## src/rtl/rdc_pkg.sv

```systemverilog
package rdc_pkg;

    localparam int INT_BITS_DEF        = 16;
    localparam int FRAC_BITS_DEF       = 32;
    localparam int MAX_FRAC_DIGITS_DEF = 32;

    localparam int BASE_W  = 10;
    localparam int FDIG_W  = 6;
    localparam int KIND_W  = 3;
    localparam int CHAR_W  = 7;
    localparam int CFG_IDX_W = 1;
    localparam int CFG_DATA_W = 10;

    localparam logic [BASE_W-1:0] BASE_RESET  = 10'd10;
    localparam logic [FDIG_W-1:0] FDIG_RESET  = 6'd6;
    localparam logic [BASE_W-1:0] BASE_MIN    = 10'd2;
    localparam logic [BASE_W-1:0] BASE_NUMERIC = 10'd62;

    // register indexes
    localparam logic [CFG_IDX_W-1:0] REG_BASE        = 1'b0;
    localparam logic [CFG_IDX_W-1:0] REG_FRAC_DIGITS = 1'b1;

    // result kinds
    localparam logic [KIND_W-1:0] KIND_MINUS = 3'd0;
    localparam logic [KIND_W-1:0] KIND_INT   = 3'd1;
    localparam logic [KIND_W-1:0] KIND_POINT = 3'd2;
    localparam logic [KIND_W-1:0] KIND_FRAC  = 3'd3;
    localparam logic [KIND_W-1:0] KIND_ERROR = 3'd4;

    localparam logic [CHAR_W-1:0] CHAR_MINUS     = 7'd45;
    localparam logic [CHAR_W-1:0] CHAR_POINT     = 7'd46;
    localparam logic [CHAR_W-1:0] CHAR_SEMICOLON = 7'd59;

    typedef struct packed {
        logic [KIND_W-1:0] kind;
        logic [BASE_W-1:0] digit_value;
        logic [CHAR_W-1:0] char_code;
        logic              last;
    } t_result;

    // 0-9, A-Z, a-z; numeric-only bases carry no symbol
    function automatic logic [CHAR_W-1:0] symbol_of(input logic [BASE_W-1:0] d,
                                                    input logic numeric_only);
        logic [BASE_W-1:0] s;
        if (d < 10'd10) begin
            s = d + 10'd48;
        end else if (d <= 10'd35) begin
            s = d + 10'd55;
        end else begin
            s = d + 10'd61;
        end
        return numeric_only ? '0 : s[CHAR_W-1:0];
    endfunction

endpackage

```

## src/rtl/rdc_mul_step.sv

```systemverilog
module rdc_mul_step import rdc_pkg::*; #(
    parameter int FRAC_BITS = FRAC_BITS_DEF
) (
    input  logic                        i_clk,
    input  logic                        i_en,
    input  logic [FRAC_BITS-1:0]        i_frac,
    input  logic [BASE_W-1:0]           i_base,
    output logic [FRAC_BITS+BASE_W-1:0] o_prod
);
    logic [FRAC_BITS+BASE_W-1:0] r_prod;

    // digit sits above the binary point, the rest feeds the next step
    always_ff @(posedge i_clk) begin
        if (i_en) begin
            r_prod <= {{BASE_W{1'b0}}, i_frac} * {{FRAC_BITS{1'b0}}, i_base};
        end
    end

    assign o_prod = r_prod;
endmodule
```

## config.mk

```make
export PLATFORM = sky130hd
export DESIGN_NAME = rdc_mul_step
export DESIGN_NICKNAME = d
export VERILOG_FILES = /design/src/rtl/rdc_pkg.sv /design/src/rtl/rdc_mul_step.sv
export SDC_FILE = /design/constraint.sdc
export NUM_CORES = 1
export LEC_CHECK = 0
export BUFFER_PORTS_ARGS = -buffer_cell sky130_fd_sc_hd__buf_2
export CORE_ASPECT_RATIO = 1.25
export CORE_UTILIZATION = 60
export CTS_CLUSTER_DIAMETER = 120
export DETAILED_ROUTE_END_ITERATION = 16
export HOLD_SLACK_MARGIN = 0.1
export PLACE_DENSITY = 0.84
export RECOVER_POWER = 100
export SLEW_MARGIN = 20
export SYNTH_ARGS = -nofsm -noshare
export SYNTH_HDL_FRONTEND = slang
export SYNTH_SLANG_ARGS = --single-unit
export TNS_END_PERCENT = 30
```

## constraint.sdc

```tcl
create_clock -name i_clk -period 11 [get_ports i_clk]
set_input_delay 1.65 -clock i_clk [delete_from_list [all_inputs] [get_ports i_clk]]
set_output_delay 1.65 -clock i_clk [all_outputs]
set_load 0.01 [all_outputs]
```

# After elaboration in Yosys (flattened, before gate mapping)
# Index checks and enable logic that the tools add are counted.
# totals
out_inout_bits	42
romBits	0
latchBits	0
mem_count	0
ff_bits	42
ramBits	0
word_cells	2
# op_classes
n_eq_ne	0
reduce_logical	0
shifts	0
add_sub_neg	0
n_mul	1
n_mux	0
div_mod_pow	0
n_lt_le_gt_ge	0
n_bitwise	0
# ops
cell	count
32-bit by 10-bit multiplier with 42-bit output	1

# Depth between registers and ports, before layout
# Gate-level depths: netlist of the first run.
# depth
word_depth	1
ltp_mapped	22

# Worst setup path before layout of the first run
# OpenSTA, ideal clock, no wires.
# synth_timing
path_kind	input to register
start	in i_base[1]
end	reg r_prod[30], in the netlist o_prod[30], data pin
slack_ps	4178
arrival_ps	6562
cell_stages	22
n_path_buf	1
cell_sequence	clkbuf_1 > nand2_1 > fa_1 > inv_1 > fa_1 > inv_1 > fa_1 > inv_1 > fa_1 > inv_1 > fa_1 > inv_1 > ha_1 > nand2_1 > a32oi_2 > o31ai_2 > o31a_4 > o31a_4 > o21ai_2 > a221o_1 > a21oi_2 > xnor2_1
# synth_via
elab_chain_len	1
# synth_lines
item	line	text
from (decl)	rdc_mul_step.sv:7	input logic [BASE_W-1:0] i_base,
32-bit by 10-bit multiplier with 42-bit output	rdc_mul_step.sv:15	r_prod <= {{BASE_W{1'b0}}, i_frac} * {{FRAC_BITS{1'b0}}, i_base};
to (signal assigned)	rdc_mul_step.sv:15	
to (decl)	rdc_mul_step.sv:10	logic [FRAC_BITS+BASE_W-1:0] r_prod;
# Every way passes these cells.
# A chain may end at the register's enable or synchronous reset.

# Final worst setup path of the first run
# layout_timing
start	in i_base[2]
end	reg r_prod[40], in the netlist o_prod[40], data pin
# The elaborated chain is that of the path after synthesis.

==> out/qor.txt, run 1 <==
CP Depth: 20
Number of distinct library cells after synthesis: 52
Post-synth top cells: 238 x fa_1, 226 x inv_1, 175 x nand2_1
Met2 GRT Util: 55.33%
Sequential fraction of the synthesis area: 11.20%
Gr ovfl total: 0
Tmin final: 8425 ps
Hold buffer count at CTS: 0
Initial core utilization: 61.74%
GRT busiest layer: met2
Most instantiated library cell after synthesis: fa_1
Max_slew headroom: -50.86%
CP Data Required Time: 11030 ps
Final Net Count: 1573
DRC: 0
Global-route wire length before repair: 44.44 mm
Top Family by Delay on Critical Path: adder cells
Met1 usage in global routing: 30.79%
ANT cells: 0
Post-synthesis register bit count: 42
Area of the die: 19320 µm²
Final TNS setup: 0 ps
Worst Hold Class: in -> reg
DR vias/cell: 5.796
CP max FO: 32
Syn Nets: 1547
Worst slew pin tran: 2263 ps
Syn. warnings: 0
Dominant cell type by area after synthesis: fa_1
Mapped Area: 11260 µm²
Worst-path clk slew: 60 ps
Via count: 8364
Area grow syn2layout: 4.201%
Main flop type after synthesis: edfxtp_1
Setup CP Type: in -> reg
Antenna violations before repair: 0
Longest Clk Path Bufs: 2
# IOs: 86
Crit share post-route: 76.59%
EDFF count, synth: 42
Chip width: 124.5 µm
# clock sinks: 42
Routability Congestion: 0.9162
WP buf/inv: 4
Final Setup Violations: 0
CORE AREA: 18240 µm²
Max Cap Viol: 3
Max incr delay on CP: 1170 ps
Failing checks: capacitance limit, slew limit
Die Y: 155.2 µm
Slowest CP cell: clkbuf_1
Post-DP HPWL: 20.75 mm
# rows: 55
Final hold slack: 1835 ps
ANT nets after route: 0
Max FFs per register: 42
# fillers: 1496
CP startpoint kind: primary input
Max-slew violations: 108
Asr flop ratio synth: 0%
F_max: 0.1187 GHz
Post-cts resize count: 0
Share of cells above drive strength 1: 4.856%
Syn Inst Count: 1188
Syn Area/Cell: 9.477 µm²
CTS tree: done
PortBufs: 85
Final wirelength: 25.98 mm
Post-CTS setup buffers: 0
GR Util met3: 2.957%
RSZ-0062 raised after global routing: no
Tot GR Track Use: 29.12%
Cts bufs inserted: 5
Routed len/inst: 18.00 µm
Largest net degree at the start of global routing: 43
Top cells by area, synth: fa_1 42%, edfxtp_1 11%, and2_1 9.4%
Hold Vio Cnt, Final: 0
Post-synth top area share: 42.32%
Crit end category: flop
Critical path startpoint: i_base[2]
First drt pass iteration count: 5
Root Driver: clkbuf_16
Cell mode on critical path: fa_1
Worst Path Arrival: 8460 ps
Status: finished with violations
Setup crit end: o_prod[40]
DR iter-0 viols: 387
Vias in the first global route: 9421
Worst-path cell chain: clkbuf_1 > nand2_1 > fa_1 > inv_1 > fa_1 > fa_1 > fa_1 > inv_1 > fa_1 > inv_1 > ha_1 > a21oi_1 > nand2_1 > o31ai_1 > o31a_2 > o21ai_0 > a211oi_1 > o21a_1 > o21ai_0 > xor2_1
H-tree lvl count: 2
placed cells by master, fill, tap and decap left out, types with 2 or more instances in the layout:
cell	count
nor2b_1	2
xnor2_1	27
and2_1	170
nand2b_1	2
buf_2	40
o21ai_0	17
o31ai_1	2
a21oi_1	31
o21bai_1	5
nor2_1	13
o31a_2	2
nand2_1	175
ha_1	77
edfxtp_1	42
nand4_1	3
o211ai_1	3
a211oi_1	5
a31oi_1	2
nor3_1	3
clkbuf_16	5
xor2_1	12
clkbuf_1	46
nand3_1	9
and3_1	4
a21oi_2	3
a21o_1	24
fa_1	238
o21a_1	3
inv_1	226
o2111ai_1	2
a221o_1	3
how the worst min path moves through the flow:
stage                           from    endpoint  depth (start not counted)  slack [ps]
final                      i_frac[0]   o_prod[0]                          2        1840
after global routing       i_frac[0]   o_prod[0]                          2        1840
after CTS                  i_frac[0]   o_prod[0]                          2        1830
after detailed placement   o_prod[5]   o_prod[5]                          1        2060
after global placement    o_prod[28]  o_prod[28]                          1        2060
after floorplan                 i_en   o_prod[0]                          0        1760
area by class of cell:
| type | instances | area (µm²) | share of cell area [%] |
|---|---|---|---|
| multi-input combinational | 854 | 8801 | 75.02 |
| sequential | 42 | 1261 | 10.75 |
| inverter | 226 | 848.3 | 7.231 |
| timing repair buffer | 85 | 369.1 | 3.146 |
| tap | 228 | 285.3 | 2.432 |
| clock buffer | 6 | 128.9 | 1.099 |
| clock inverter | 2 | 37.54 | 0.3200 |
routing by layer:
metal	part of all wire, %	wire length [µm]
met5	0	0
met4	6.6	1722
met3	4.3	1115
met2	55	14360
met1	34	8784
cell families after synthesis:
family	Yosys count	synth area share (%)
AO/OA/AOI/OAI	115	7.913
buffers and inverters	292	9.858
XOR/XNOR	39	3.034
adder cells (fa/ha/maj)	315	50.88
flip-flops	42	11.20
AND/OR/NAND/NOR	385	17.11
per-stage QoR:
stage          std cells  utilization [%]  worst slack (ps)  area [µm²]
2_1_floorplan       1188                -              4178       11260
3_3_place_gp        1435            64.20              3696       11710
3_5_place_dp        1435            64.20              3553       11710
4_1_cts             1443            65.11              3832       11870
5_1_grt             1443            64.33              2128       11730
6_report            1443            64.33              2575       11730
Power of run 1 is not shown: default switching activity piles up to over one toggle a cycle in this logic, so the estimate is an artifact.
==> run 2: changes to the inputs <==
ABC_AREA = 1   (was not set)
CORE_UTILIZATION = 58   (was 60)
clock period = 7.4 ns   (was 11 ns; I/O delays follow)
==> out/qor.txt, run 2 <==
Post-DP HPWL: 24.27 mm
Final TNS setup: 0 ps
Max_slew headroom: -57.31%
DR vias/cell: 5.169
Met2 GRT Util: 58.76%
Sequential fraction of the synthesis area: 10.18%
Routability Congestion: 0.9263
Most frequent cells in the layout: 574 x nand2_1, 513 x inv_1, 238 x fa_1
# clock sinks: 42
DR iter-0 viols: 605
Cts bufs inserted: 5
GRT busiest layer: met2
Max Cap Viol: 1
Gr ovfl total: 0
Top cells by area, synth: fa_1 38%, nand2_1 17%, inv_1 16%
Syn Inst Count: 1694
Post-cts resize count: 0
Failing checks: capacitance limit, slew limit
# rows: 59
Max incr delay on CP: 570 ps
Worst Path Arrival: 6130 ps
Syn Area/Cell: 7.311 µm²
Dominant cell type by area after synthesis: fa_1
Post-synth top cells: 567 x nand2_1, 513 x inv_1, 238 x fa_1
Area grow syn2layout: 4.506%
Die Y: 165.4 µm
ANT nets after route: 0
Chip width: 132.7 µm
First drt pass iteration count: 5
Max-slew violations: 43
CP startpoint kind: primary input
Initial core utilization: 59.29%
Asr flop ratio synth: 0%
Post-synth top area share: 38.47%
Final Setup Violations: 0
RSZ-0062 raised after global routing: no
PortBufs: 85
Vias in the first global route: 11420
Worst slew pin tran: 2360 ps
Crit share post-route: 82.08%
Hold buffer count at CTS: 0
Most instantiated library cell after synthesis: nand2_1
Worst Hold Class: in -> reg
WP buf/inv: 4
Mapped Area: 12390 µm²
Crit end category: flop
Share of cells above drive strength 1: 3.768%
Routed len/inst: 14.83 µm
Hold Vio Cnt, Final: 0
Post-synthesis register bit count: 42
Longest Clk Path Bufs: 2
EDFF count, synth: 42
DRC: 0
CP max FO: 32
Final hold slack: 1231 ps
ANT cells: 0
Slowest CP cell: fa_1
Global-route wire length before repair: 51.33 mm
H-tree lvl count: 2
Commonest non-fill, non-tap cell in the layout: nand2_1
Setup CP Type: in -> reg
# IOs: 86
Tmin final: 6074 ps
Final wirelength: 29.65 mm
Root Driver: clkbuf_16
Via count: 10330
Met1 usage in global routing: 30.75%
Number of distinct library cells after synthesis: 23
Largest net degree at the start of global routing: 43
F_max: 0.1646 GHz
CP Data Required Time: 7460 ps
Post-CTS setup buffers: 0
CTS tree: done
Tot GR Track Use: 29.72%
Top Family by Delay on Critical Path: adder cells
Area of the die: 21950 µm²
Antenna violations before repair: 0
Worst-path clk slew: 70 ps
CORE AREA: 20890 µm²
Syn. warnings: 0
Final Net Count: 2083
Main flop type after synthesis: edfxtp_1
Syn Nets: 2053
Worst-path cell chain: buf_2 > nand2_1 > fa_1 > inv_1 > fa_1 > fa_1 > fa_1 > inv_1 > fa_1 > inv_1 > ha_1 > nand2_2 > nor2_1 > nand3_1 > nand3_1 > nand2_1 > nand2_1 > nand2_1 > nand3_1 > nand2_1
GR Util met3: 2.564%
Status: finished with violations
Max FFs per register: 42
## run 2: metal layers
metal	up-vias	wire, µm
met5	-	0
met4	0	1518
met3	128	1321
met2	397	16160
met1	5000	10650
li1	4807	-
## run 2: final timing paths
path	cells after the start	endpoint	slack, ps	start
max	20	o_prod[36]	1330	i_base[1]
min	3	o_prod[0]	1230	i_frac[0]
## run 2: stage by stage
stage	setup slack, ps	util, %	cell area, µm²	cells
2_1_floorplan	1869	-	12390	1694
3_3_place_gp	1323	61.85	12920	1991
3_5_place_dp	1238	61.85	12920	1991
4_1_cts	1509	62.57	13070	1999
5_1_grt	950.3	61.96	12940	1999
6_report	1326	61.96	12940	1999
## run 2: cell type report
class / instances / area, µm²
clock buffers: 5 / 125.1
multi-input cells: 1077 / 8894
inverters: 513 / 1926
well taps: 274 / 342.8
repair buffers: 85 / 370.4
fillers: 1854 / 7948
clock inverters: 3 / 25.02
flip-flops and latches: 42 / 1261
## run 2: kinds of logic after synthesis
kind of cell             count (synthesis)  synth area share, %
AND/OR/NAND/NOR                        686                22.29
adder cells (fa/ha/maj)                315                46.25
flip-flops                              42                10.18
AO/OA/AOI/OAI                           52                2.162
XOR/XNOR                                24                1.697
buffers and inverters                  575                17.43
## run 2: worst min-delay path, stage by stage
cell	delay, ps
buf_2	180
nand2_1	70
inv_1	50
Power of run 2 is left out for the same reason.
