## src/rtl/rdc_pkg.sv

```systemverilog
package rdc_pkg;

    localparam int INT_BITS_DEF        = 16;
    localparam int FRAC_BITS_DEF       = 32;
    localparam int MAX_FRAC_DIGITS_DEF = 32;

    localparam int BASE_W  = 10;
    localparam int FDIG_W  = 6;
    localparam int KIND_W  = 3;
    localparam int CHAR_W  = 7;
    localparam int CFG_IDX_W = 1;
    localparam int CFG_DATA_W = 10;

    localparam logic [BASE_W-1:0] BASE_RESET  = 10'd10;
    localparam logic [FDIG_W-1:0] FDIG_RESET  = 6'd6;
    localparam logic [BASE_W-1:0] BASE_MIN    = 10'd2;
    localparam logic [BASE_W-1:0] BASE_NUMERIC = 10'd62;

    // register indexes
    localparam logic [CFG_IDX_W-1:0] REG_BASE        = 1'b0;
    localparam logic [CFG_IDX_W-1:0] REG_FRAC_DIGITS = 1'b1;

    // result kinds
    localparam logic [KIND_W-1:0] KIND_MINUS = 3'd0;
    localparam logic [KIND_W-1:0] KIND_INT   = 3'd1;
    localparam logic [KIND_W-1:0] KIND_POINT = 3'd2;
    localparam logic [KIND_W-1:0] KIND_FRAC  = 3'd3;
    localparam logic [KIND_W-1:0] KIND_ERROR = 3'd4;

    localparam logic [CHAR_W-1:0] CHAR_MINUS     = 7'd45;
    localparam logic [CHAR_W-1:0] CHAR_POINT     = 7'd46;
    localparam logic [CHAR_W-1:0] CHAR_SEMICOLON = 7'd59;

    typedef struct packed {
        logic [KIND_W-1:0] kind;
        logic [BASE_W-1:0] digit_value;
        logic [CHAR_W-1:0] char_code;
        logic              last;
    } t_result;

    // 0-9, A-Z, a-z; numeric-only bases carry no symbol
    function automatic logic [CHAR_W-1:0] symbol_of(input logic [BASE_W-1:0] d,
                                                    input logic numeric_only);
        logic [BASE_W-1:0] s;
        if (d < 10'd10) begin
            s = d + 10'd48;
        end else if (d <= 10'd35) begin
            s = d + 10'd55;
        end else begin
            s = d + 10'd61;
        end
        return numeric_only ? '0 : s[CHAR_W-1:0];
    endfunction

endpackage

```

## src/rtl/rdc_divider.sv

```systemverilog
module rdc_divider import rdc_pkg::*; #(
    parameter int INT_BITS = INT_BITS_DEF
) (
    input  logic                i_clk,
    input  logic                i_rst_n,
    input  logic                i_start,
    input  logic [INT_BITS-1:0] i_dividend,
    input  logic [BASE_W-1:0]   i_divisor,
    output logic                o_done,
    output logic [INT_BITS-1:0] o_quotient,
    output logic [BASE_W-1:0]   o_remainder
);
    localparam int CW = $clog2(INT_BITS + 1);

    logic                r_busy;
    logic                r_done;
    logic [CW-1:0]       r_cnt;
    logic [INT_BITS-1:0] r_quo;
    logic [BASE_W-1:0]   r_rem;
    logic [BASE_W-1:0]   r_div;

    logic [BASE_W:0] shifted;
    logic            fits;
    logic [BASE_W:0] diff;

    // one restoring step per cycle, quotient bits shift in from the right
    always_comb begin
        shifted = {r_rem, r_quo[INT_BITS-1]};
        fits    = shifted >= {1'b0, r_div};
        diff    = shifted - {1'b0, r_div};
    end

    always_ff @(posedge i_clk) begin
        if (!i_rst_n) begin
            r_busy <= 1'b0;
            r_done <= 1'b0;
            r_cnt  <= '0;
        end else begin
            r_done <= 1'b0;
            if (i_start) begin
                r_busy <= 1'b1;
                r_cnt  <= CW'(INT_BITS);
            end else if (r_busy) begin
                r_cnt <= r_cnt - CW'(1);
                if (r_cnt == CW'(1)) begin
                    r_busy <= 1'b0;
                    r_done <= 1'b1;
                end
            end
        end
    end

    always_ff @(posedge i_clk) begin
        if (i_start) begin
            r_quo <= i_dividend;
            r_rem <= '0;
            r_div <= i_divisor;
        end else if (r_busy) begin
            r_quo <= {r_quo[INT_BITS-2:0], fits};
            r_rem <= fits ? diff[BASE_W-1:0] : shifted[BASE_W-1:0];
        end
    end

    assign o_done      = r_done;
    assign o_quotient  = r_quo;
    assign o_remainder = r_rem;
endmodule

```

## config.mk

```make
export PLATFORM = sky130hd
export DESIGN_NAME = rdc_divider
export DESIGN_NICKNAME = d
export VERILOG_FILES = /design/src/rtl/rdc_pkg.sv /design/src/rtl/rdc_divider.sv
export SDC_FILE = /design/constraint.sdc
export NUM_CORES = 1
export LEC_CHECK = 0
export BUFFER_PORTS_ARGS = -buffer_cell sky130_fd_sc_hd__clkbuf_2
export CORE_ASPECT_RATIO = 1.4
export CORE_MARGIN = 5
export CORE_UTILIZATION = 53
export CTS_CLUSTER_DIAMETER = 80
export DETAILED_ROUTE_END_ITERATION = 16
export PLACE_DENSITY = 0.81
export SYNTH_ARGS = -nofsm -noshare
export SYNTH_HDL_FRONTEND = slang
export SYNTH_SLANG_ARGS = --single-unit
```

## constraint.sdc

```tcl
create_clock -name i_clk -period 2.9 [get_ports i_clk]
set_input_delay 0.58 -clock i_clk [delete_from_list [all_inputs] [get_ports i_clk]]
set_output_delay 0.58 -clock i_clk [all_outputs]
set_load 0.01 [all_outputs]
```

# ---- Word-level counts from Yosys, hierarchy flattened
# Index checks and enable logic that the tools add are counted.
dict set report op_classes {
  mux 9
  reduce_logical 3
  add_sub_neg 2
  magnitude_cmp 1
  eq_ne 1
  n_bitwise 2
}
# op count
set ops {}
lappend ops {{two-way mux 16 bit} 2}
lappend ops {{>= comparator 11 x 10 -> 1 bit} 1}
lappend ops {{two-way mux 10 bit} 1}
lappend ops {{two-way mux 5 bit} 2}
lappend ops {{subtractor 10 bit} 1}
lappend ops {{equality test 5 x 1 -> 1 bit, second input constant} 1}
lappend ops {{subtractor 5 x 1 -> 5 bit, second input constant} 1}
lappend ops {{two-way mux 1 bit} 4}
lappend ops {{OR reduction 3 bit} 1}
lappend ops {{inverter 1 bit} 2}
lappend ops {{nonzero test 2 bit} 1}
lappend ops {{OR reduction 2 bit} 1}
dict set report totals {
  regBits 43
  word_cells 25
  output_inout_bits 27
  inputBits 29
}

# ---- Longest topological paths before layout
# Gate-level depths: netlist of the first run.
dict set report logic_depth {
  depth_word 4
  mapped_depth 10
  mapped_depth_nobuf 10
}

# ---- Worst setup path after synthesis of the first run
# OpenSTA, ideal clock, no wires.
dict set report synth_path {
  path_kind {flip-flop to flip-flop}
  startpoint {reg r_quo[15], in the netlist o_quotient[15]}
  endpoint {reg r_rem[8], in the netlist o_remainder[8]}
  path_stages_with_launch 11
  period_less_slack_ps 2134
  required_time_ps 2776
  path_slack_ps 766
  t_arrival_ps 2010
  setup_ps 124
  path_buffers 0
  cell_sequence {edfxtp_1 -> inv_1 -> ha_1 -> inv_1 -> fa_1 -> a211oi_1 -> nor2_1 -> o22ai_1 -> xor2_1 -> nand3_1 -> o311a_2}
}
dict set report synth_via {
  elab_chain_cells 2
  elab_cells_between_ends 3
  cone_classes {add/sub: 1; order compare: 1; mux: 1}
}
# element line
set synth_lines {}
lappend synth_lines {{from (decl)} rdc_divider.sv:18} ;# logic [INT_BITS-1:0] r_quo;
lappend synth_lines {{from (signal assigned)} rdc_divider.sv:55} ;# r_quo <= i_dividend;
lappend synth_lines {{from (signal assigned)} rdc_divider.sv:59} ;# r_quo <= {r_quo[INT_BITS-2:0], fits};
lappend synth_lines {{subtractor 10 bit or >= comparator 11 x 10 -> 1 bit (tied branches)} {rdc_divider.sv:30, rdc_divider.sv:29}}
lappend synth_lines {{two-way mux 10 bit (*)} rdc_divider.sv:60} ;# r_rem <= fits ? diff[BASE_W-1:0] : shifted[BASE_W-1:0];
lappend synth_lines {{to (signal assigned)} rdc_divider.sv:60}
lappend synth_lines {{to (decl)} rdc_divider.sv:19} ;# logic [BASE_W-1:0] r_rem;
# Mark *: on every way between the ends. The rest lies on a longest branch, timed or not.
# A chain may end at the register's enable or synchronous reset.

# ---- Worst setup path in the final report of the first run
dict set report layout_path {
  startpoint {reg r_rem[7], in the netlist o_remainder[7]}
  endpoint {reg r_quo[0], in the netlist o_quotient[0] (data pin)}
}
dict set report layout_via {
  elab_chain_cells 3
}
# element line
set layout_lines {}
lappend layout_lines {{>= comparator 11 x 10 -> 1 bit} rdc_divider.sv:29} ;# fits = shifted >= {1'b0, r_div};
lappend layout_lines {{two-way mux 16 bit} rdc_divider.sv:58} ;# end else if (r_busy) begin
lappend layout_lines {{two-way mux 16 bit} rdc_divider.sv:54} ;# if (i_start) begin
# No other way between the ends. The select of a mux whose other input is x is not followed.

==> results.cfg, run 1 <==
[place]
port_buffers = 55
placed_cell_area_mm2 = 0.00252
dp.cells = 286
gp_congestion = 0.900
hpwl_um = 3430

[clock_tree]
htree_levels = 2
cts_post_setup_buffers_inserted = 0
cts_hold_buf = 0
clk_latency_ns = 0.30
cts_tree = yes
cts.repair.resized = 0
clock-root-buffer = clkbuf_8
path_clk_slew_ns = 0.08
cts_buffer_depth = 2
numCtsBuffers = 5
cts.sink_count = 43

[synth]
synthTopCellsByArea = edfxtp_1 (35%), dfxtp_1 (15%), mux2_2 (8.2%), ha_1 (6.8%), nor2_1 (2.9%)
ys_warn_count = 0
yosysSeqAreaShare = 0.509
syn_area_mm2 = 0.00220
syn_nets = 234
syn_inst = 192
synth_top_area_cell = edfxtp_1
ys_types = 39
synth-async-reset-ratio = 0
synth_edf_count = 26
synth_top_area_frac = 0.354
ys.flop_type = edfxtp_1
syn_avg_cell_area_um2 = 11.5
synth-seq-cells = 43

[finish]
syn_to_final_growth_pct = 18.3
fin_nets = 292
multi_input_area_um2 = 997
instances_no_fill = 294
design_area_mm2 = 0.00261
diodes = 0
layout-drive-gt1-share = 0.359
fillCellCount = 330
regArea_mm2 = 0.00112

[timing]
slew_violations = 0
max_slew_margin = 0.556
skew_ns = 0.00651
tightest_slew_ns = 0.665
setup_viol = 0
rsz0062_at_grt = false
holdWs_ns = 0.451
max_freq_ghz = 0.432
finalCritPeriodShare = 0.798
hold_violations = 0
fin_setup_tns_ns = 0
min_period_ns = 2.31

[grt]
grt_overflow = 0
grt_pass1_vias = 1704
grt_pass1_wl_um = 7730
grt_antenna_before_repair = 0
grt_max_degree = 38
grt_usage = 0.179

[routing]
drcViolationCount = 0
via_count = 1637
vias_per_cell = 5.57
antenna_left = 0
dr.pass1.iters = 4
drt-total-wl_um = 4580
wl_per_cell_um = 15.6
drt_iter0_drc = 54

[floorplanning]
die_w_um = 64.5
coreArea_mm2 = 0.00399
initial_core_util = 0.553
die_area_mm2 = 0.00557
fp-row-count = 27
die_h_um = 86.3
num_io_pins = 56

[power_and_ir_drop]
peakVddDrop_mv = 0.424
power_switching_uw = 444
sequentialPowerShare = 0.504
internal_power_mw = 1.04
powerDensity_mw_per_mm2 = 570
p_leak_nw = 1.17
design_power_total_mw = 1.49
p_sw_frac = 0.299
clkPwrFrac = 0.257
p_comb_frac = 0.238

[critical_path]
timing_worst_setup_path_type = reg -> reg
crit_fanout = 12
endpoint_kind = flop
critPathLaunchType = flop
cp_data_arrival_time_ns = 2.37
cp.required_ns = 2.95

[min_path]
hold_class = in -> reg

[status]
status = finished clean

[run]
max-cap-violations = 0
[cells in the final DEF, fill, tap and decap left out, drive strengths merged, types with 2 or more instances in the layout]
cell type / Yosys / layout
a21boi: 2 / 2
xnor2: 5 / 5
edfxtp: 26 / 26
nand2: 10 / 10
nor2: 17 / 17
nand3: 7 / 7
mux2i: 4 / 4
mux2: 16 / 16
a31oi: 3 / 3
dfxtp: 17 / 17
clkbuf: 5 / 60
clkinvlp: 0 / 2
o22ai: 4 / 4
o21bai: 2 / 2
nor2b: 4 / 4
a211oi: 8 / 8
ha: 12 / 12
o311a: 2 / 2
inv: 15 / 15
a21o: 5 / 5
xor2: 6 / 6
buf: 1 / 2
a21oi: 4 / 4
nor3: 4 / 4
[routing by layer]
metal  vias to the layer above  wire length, µm  track usage  share of wire
met1                       774             1860        0.201           0.41
met4                         0               91       0.0692          0.020
li1                        816                -            -              -
met5                         -                0            0              0
met3                         9              192       0.0467          0.042
met2                        38             2430        0.321           0.53
[worst max-delay path, stage by stage, from the launching register on]
cell and delay [ns]:
dfxtp_1 0.35, ha_1 0.38, a21o_1 0.18, a211oi_1 0.43
nand3_2 0.36, mux2_2 0.37
[sequential cells by signal, indices dropped and copies added, names as in the netlist]
| register | cells |
|---|---|
| r_div | 10 |
| o_done | 1 |
| r_busy | 1 |
| r_cnt | 5 |
| o_quotient | 16 |
| o_remainder | 10 |
[cell usage after synthesis, drive strengths merged (2+ instances only)]
master  number
nand2       10
xnor2        5
xor2         6
nand3        7
a21boi       2
nor2        17
mux2i        4
nor2b        4
o21bai       2
nor3         4
inv         15
a21o         5
a31oi        3
clkbuf       5
o311a        2
dfxtp       17
mux2        16
a211oi       8
a21oi        4
edfxtp      26
ha          12
o22ai        4
[layout make-up]
type                    count  share of cell area
flip-flops and latches     43               0.430
repair buffers             57               0.111
inverters                  15              0.0216
well taps                  43              0.0206
clock buffers               5              0.0264
clock inverters             3             0.00768
multi-input cells         128               0.382
[kinds of logic (layout without fill, tap and decap cells)]
logic type | Yosys count | after routing | synth area share
simple gates | 48 | 48 | 0.107
mux | 20 | 20 | 0.0999
fa+ha+maj | 13 | 13 | 0.0772
xor+xnor | 11 | 11 | 0.0437
compound gates | 36 | 36 | 0.124
flops | 43 | 43 | 0.509
buf+inv | 21 | 80 | 0.0392
[per-stage QoR]
| step | util | setup slack, ns |
|---|---|---|
| floorplan | - | 0.766 |
| global placement | 0.632 | 0.647 |
| detailed placement | 0.632 | 0.614 |
| CTS | 0.654 | 0.591 |
| global route | 0.654 | 0.351 |
| finish | 0.654 | 0.586 |
[power groups by stage]
| stage | registers, mW | clock network [mW] | logic (mW) |
|---|---|---|---|
| final | 0.749 | 0.382 | 0.354 |
| after global routing | 0.757 | 0.419 | 0.396 |
| after CTS | 0.750 | 0.392 | 0.357 |
| after detailed placement | 0.763 | 0 | 0.355 |
| after global placement | 0.761 | 0 | 0.349 |
| after floorplan | 0.775 | 0 | 0.233 |
[final timing paths]
path	start	end	slack, ns	cells past startpoint
worst min-delay path	i_divisor[9]	r_div[9]$_DFFE_PP_	0.45	1
worst max-delay path	o_remainder[7]$_SDFFE_PP0P_	o_quotient[0]$_DFFE_PP_	0.59	5
worst min register to register	r_cnt[1]$_SDFFE_PP0P_	r_cnt[1]$_SDFFE_PP0P_	0.50	2
worst max register to register	o_remainder[7]$_SDFFE_PP0P_	o_quotient[0]$_DFFE_PP_	0.59	5
No activity file was read; power rests on OpenSTA's default activity.
==> inputs of run 2 (changes only) <==
clock period = 2.3 ns   (was 2.9 ns; I/O delays follow)
==> results.cfg, run 2 (synthesis results as in run 1) <==
[status]
status = finished clean

[place]
gp_congestion = 0.895
port_buffers = 55
hpwl_um = 3500
place_ws_ns = 0.000334

[min_path]
hold_class = in -> reg
holdPathEnd = r_div[4]$_DFFE_PP_
whs_path_depth = 1
worstHoldStart = i_divisor[4]

[clock_tree]
clock-root-buffer = clkbuf_8
numCtsBuffers = 5
path_clk_slew_ns = 0.08
cts_tree = yes
cts_buffer_depth = 2
htree_levels = 2
cts.sink_count = 43
clk_latency_ns = 0.29

[finish]
largest_reg_flops = 16
diodes = 0
syn_to_final_growth_pct = 24.2
final_cell_mix = clkbuf_2 (55), edfxtp_1 (26), nor2_1 (17), dfxtp_1 (17), mux2_2 (16)
final_util = 0.687
fin_nets = 296
layout-drive-gt1-share = 0.388
final_common_cell = clkbuf_2

[routing]
drcViolationCount = 0
wl_per_cell_um = 15.7
drt_iter0_drc = 63
vias_per_cell = 5.60
via_count = 1668
dr.pass1.iters = 4
drt-total-wl_um = 4670
antenna_left = 0

[critical_path]
critPathBufInv = 1
reg2reg_setup_slack_ns = 0.11
endpoint_kind = flop
cp_data_arrival_time_ns = 2.37
path_delay_family = compound AO/OA/AOI/OAI gates
reg2reg_from = r_div[2]$_DFFE_PP_
critPathMaxStageDelay_ns = 0.47
cp.required_ns = 2.48
timing_worst_setup_path_type = reg -> reg
path_cells = inv_1 -> ha_2 -> nand3_1 -> o21bai_1 -> a2111o_1 -> and3_2 -> a31oi_1 -> o22ai_1
critPathLaunchType = flop
crit_fanout = 5
cp_slowest_cell = a2111o_1
worstReg2RegEnd = o_remainder[7]$_SDFFE_PP0P_
rr_worst_depth = 8

[grt]
grt_pass1_wl_um = 7400
grt_pass1_vias = 1672
grt_usage = 0.171
grt_max_degree = 23
grt_antenna_before_repair = 0
grt_overflow = 0

[floorplanning]
num_io_pins = 56
initial_core_util = 0.553
coreArea_mm2 = 0.00399
die_w_um = 64.5
fp-row-count = 27
die_area_mm2 = 0.00557
die_h_um = 86.3

[power_and_ir_drop]
sequentialPowerShare = 0.443
powerDensity_mw_per_mm2 = 779
p_leak_nw = 1.23
internal_power_mw = 1.57
p_comb_frac = 0.231
p_sw_frac = 0.265
power_switching_uw = 566
peakVddDrop_mv = 0.537
design_power_total_mw = 2.13
clkPwrFrac = 0.326

[timing]
fin_setup_tns_ns = 0
finalCritPeriodShare = 0.952
skew_ns = 0.00572
tightest_slew_ns = 0.430
worst_slack_ns = 0.110
slew_violations = 0
setup_viol = 0
max_freq_ghz = 0.457
max_slew_margin = 0.713
hold_violations = 0
min_period_ns = 2.19

[run]
max-cap-violations = 0
-- run 2: cell count changes in the layout (fill, tap and decap cells not counted), moves of 2 or more --
cell        change
a211oi_1        -2
a211oi_2        +2
buf_12          +2
buf_4           +2
bufinv_16       +2
clkinvlp_4      -2
ha_1            -2
ha_2            +2
-- run 2: stage by stage --
step | hold WS, ns | instance area [µm²] | std cells
after CTS | 0.326 | 2690 | 297
after detailed placement | 0.514 | 2550 | 289
final | 0.336 | 2740 | 298
after floorplan | 0.469 | 2200 | 192
after global routing | 0.325 | 2740 | 298
after global placement | 0.491 | 2550 | 289
-- run 2: final cells by class --
cell class                      instances  area, µm²
Clock inverter                          2       60.1
Inverter                               15       56.3
Timing Repair Buffer                   61        345
Tap cell                               43       53.8
Clock buffer                            6       72.6
Sequential cell                        43       1120
Multi-Input combinational cell        128       1030
Fill cell                             305       1250
-- run 2: what timing repair did --
item / 4_1_cts / 5_1_grt
hold endpoints to repair: 0 / 0
gates resized for setup: 0 / 7
pin swaps: 1 / 1
hold buffers: 0 / 0
setup endpoints to repair: 1 / 9
setup buffers: 0 / 1
-- run 2: routing by layer --
metal  part of all wire  GRT usage
met3              0.042     0.0441
met2               0.52      0.302
met5                  0          0
met4              0.022     0.0731
met1               0.42      0.194
-- run 2: worst max path at each step --
| stage | from | endpoint | slack, ns | depth (start not counted) |
|---|---|---|---|---|
| 2_1_floorplan | o_quotient[15]$_DFFE_PP_ | o_remainder[8]$_SDFFE_PP0P_ | 0.17 | 10 |
| 3_5_place_dp | o_remainder[7]$_SDFFE_PP0P_ | o_quotient[0]$_DFFE_PP_ | 0.0003 | 5 |
| 5_1_grt | r_div[3]$_DFFE_PP_ | o_quotient[0]$_DFFE_PP_ | -0.01 | 8 |
| 4_1_cts | o_remainder[7]$_SDFFE_PP0P_ | o_quotient[0]$_DFFE_PP_ | 0.01 | 5 |
| 6_report | r_div[2]$_DFFE_PP_ | o_remainder[7]$_SDFFE_PP0P_ | 0.11 | 8 |
| 3_3_place_gp | o_remainder[7]$_SDFFE_PP0P_ | o_quotient[0]$_DFFE_PP_ | -0.002 | 5 |
-- run 2: power groups by stage --
| stage | logic (mW) | registers, mW | clock network [mW] |
|---|---|---|---|
| 3_3_place_gp | 0.448 | 0.959 | 0 |
| 3_5_place_dp | 0.458 | 0.961 | 0 |
| 6_report | 0.493 | 0.945 | 0.694 |
| 4_1_cts | 0.461 | 0.945 | 0.703 |
| 5_1_grt | 0.542 | 0.952 | 0.733 |
| 2_1_floorplan | 0.294 | 0.977 | 0 |
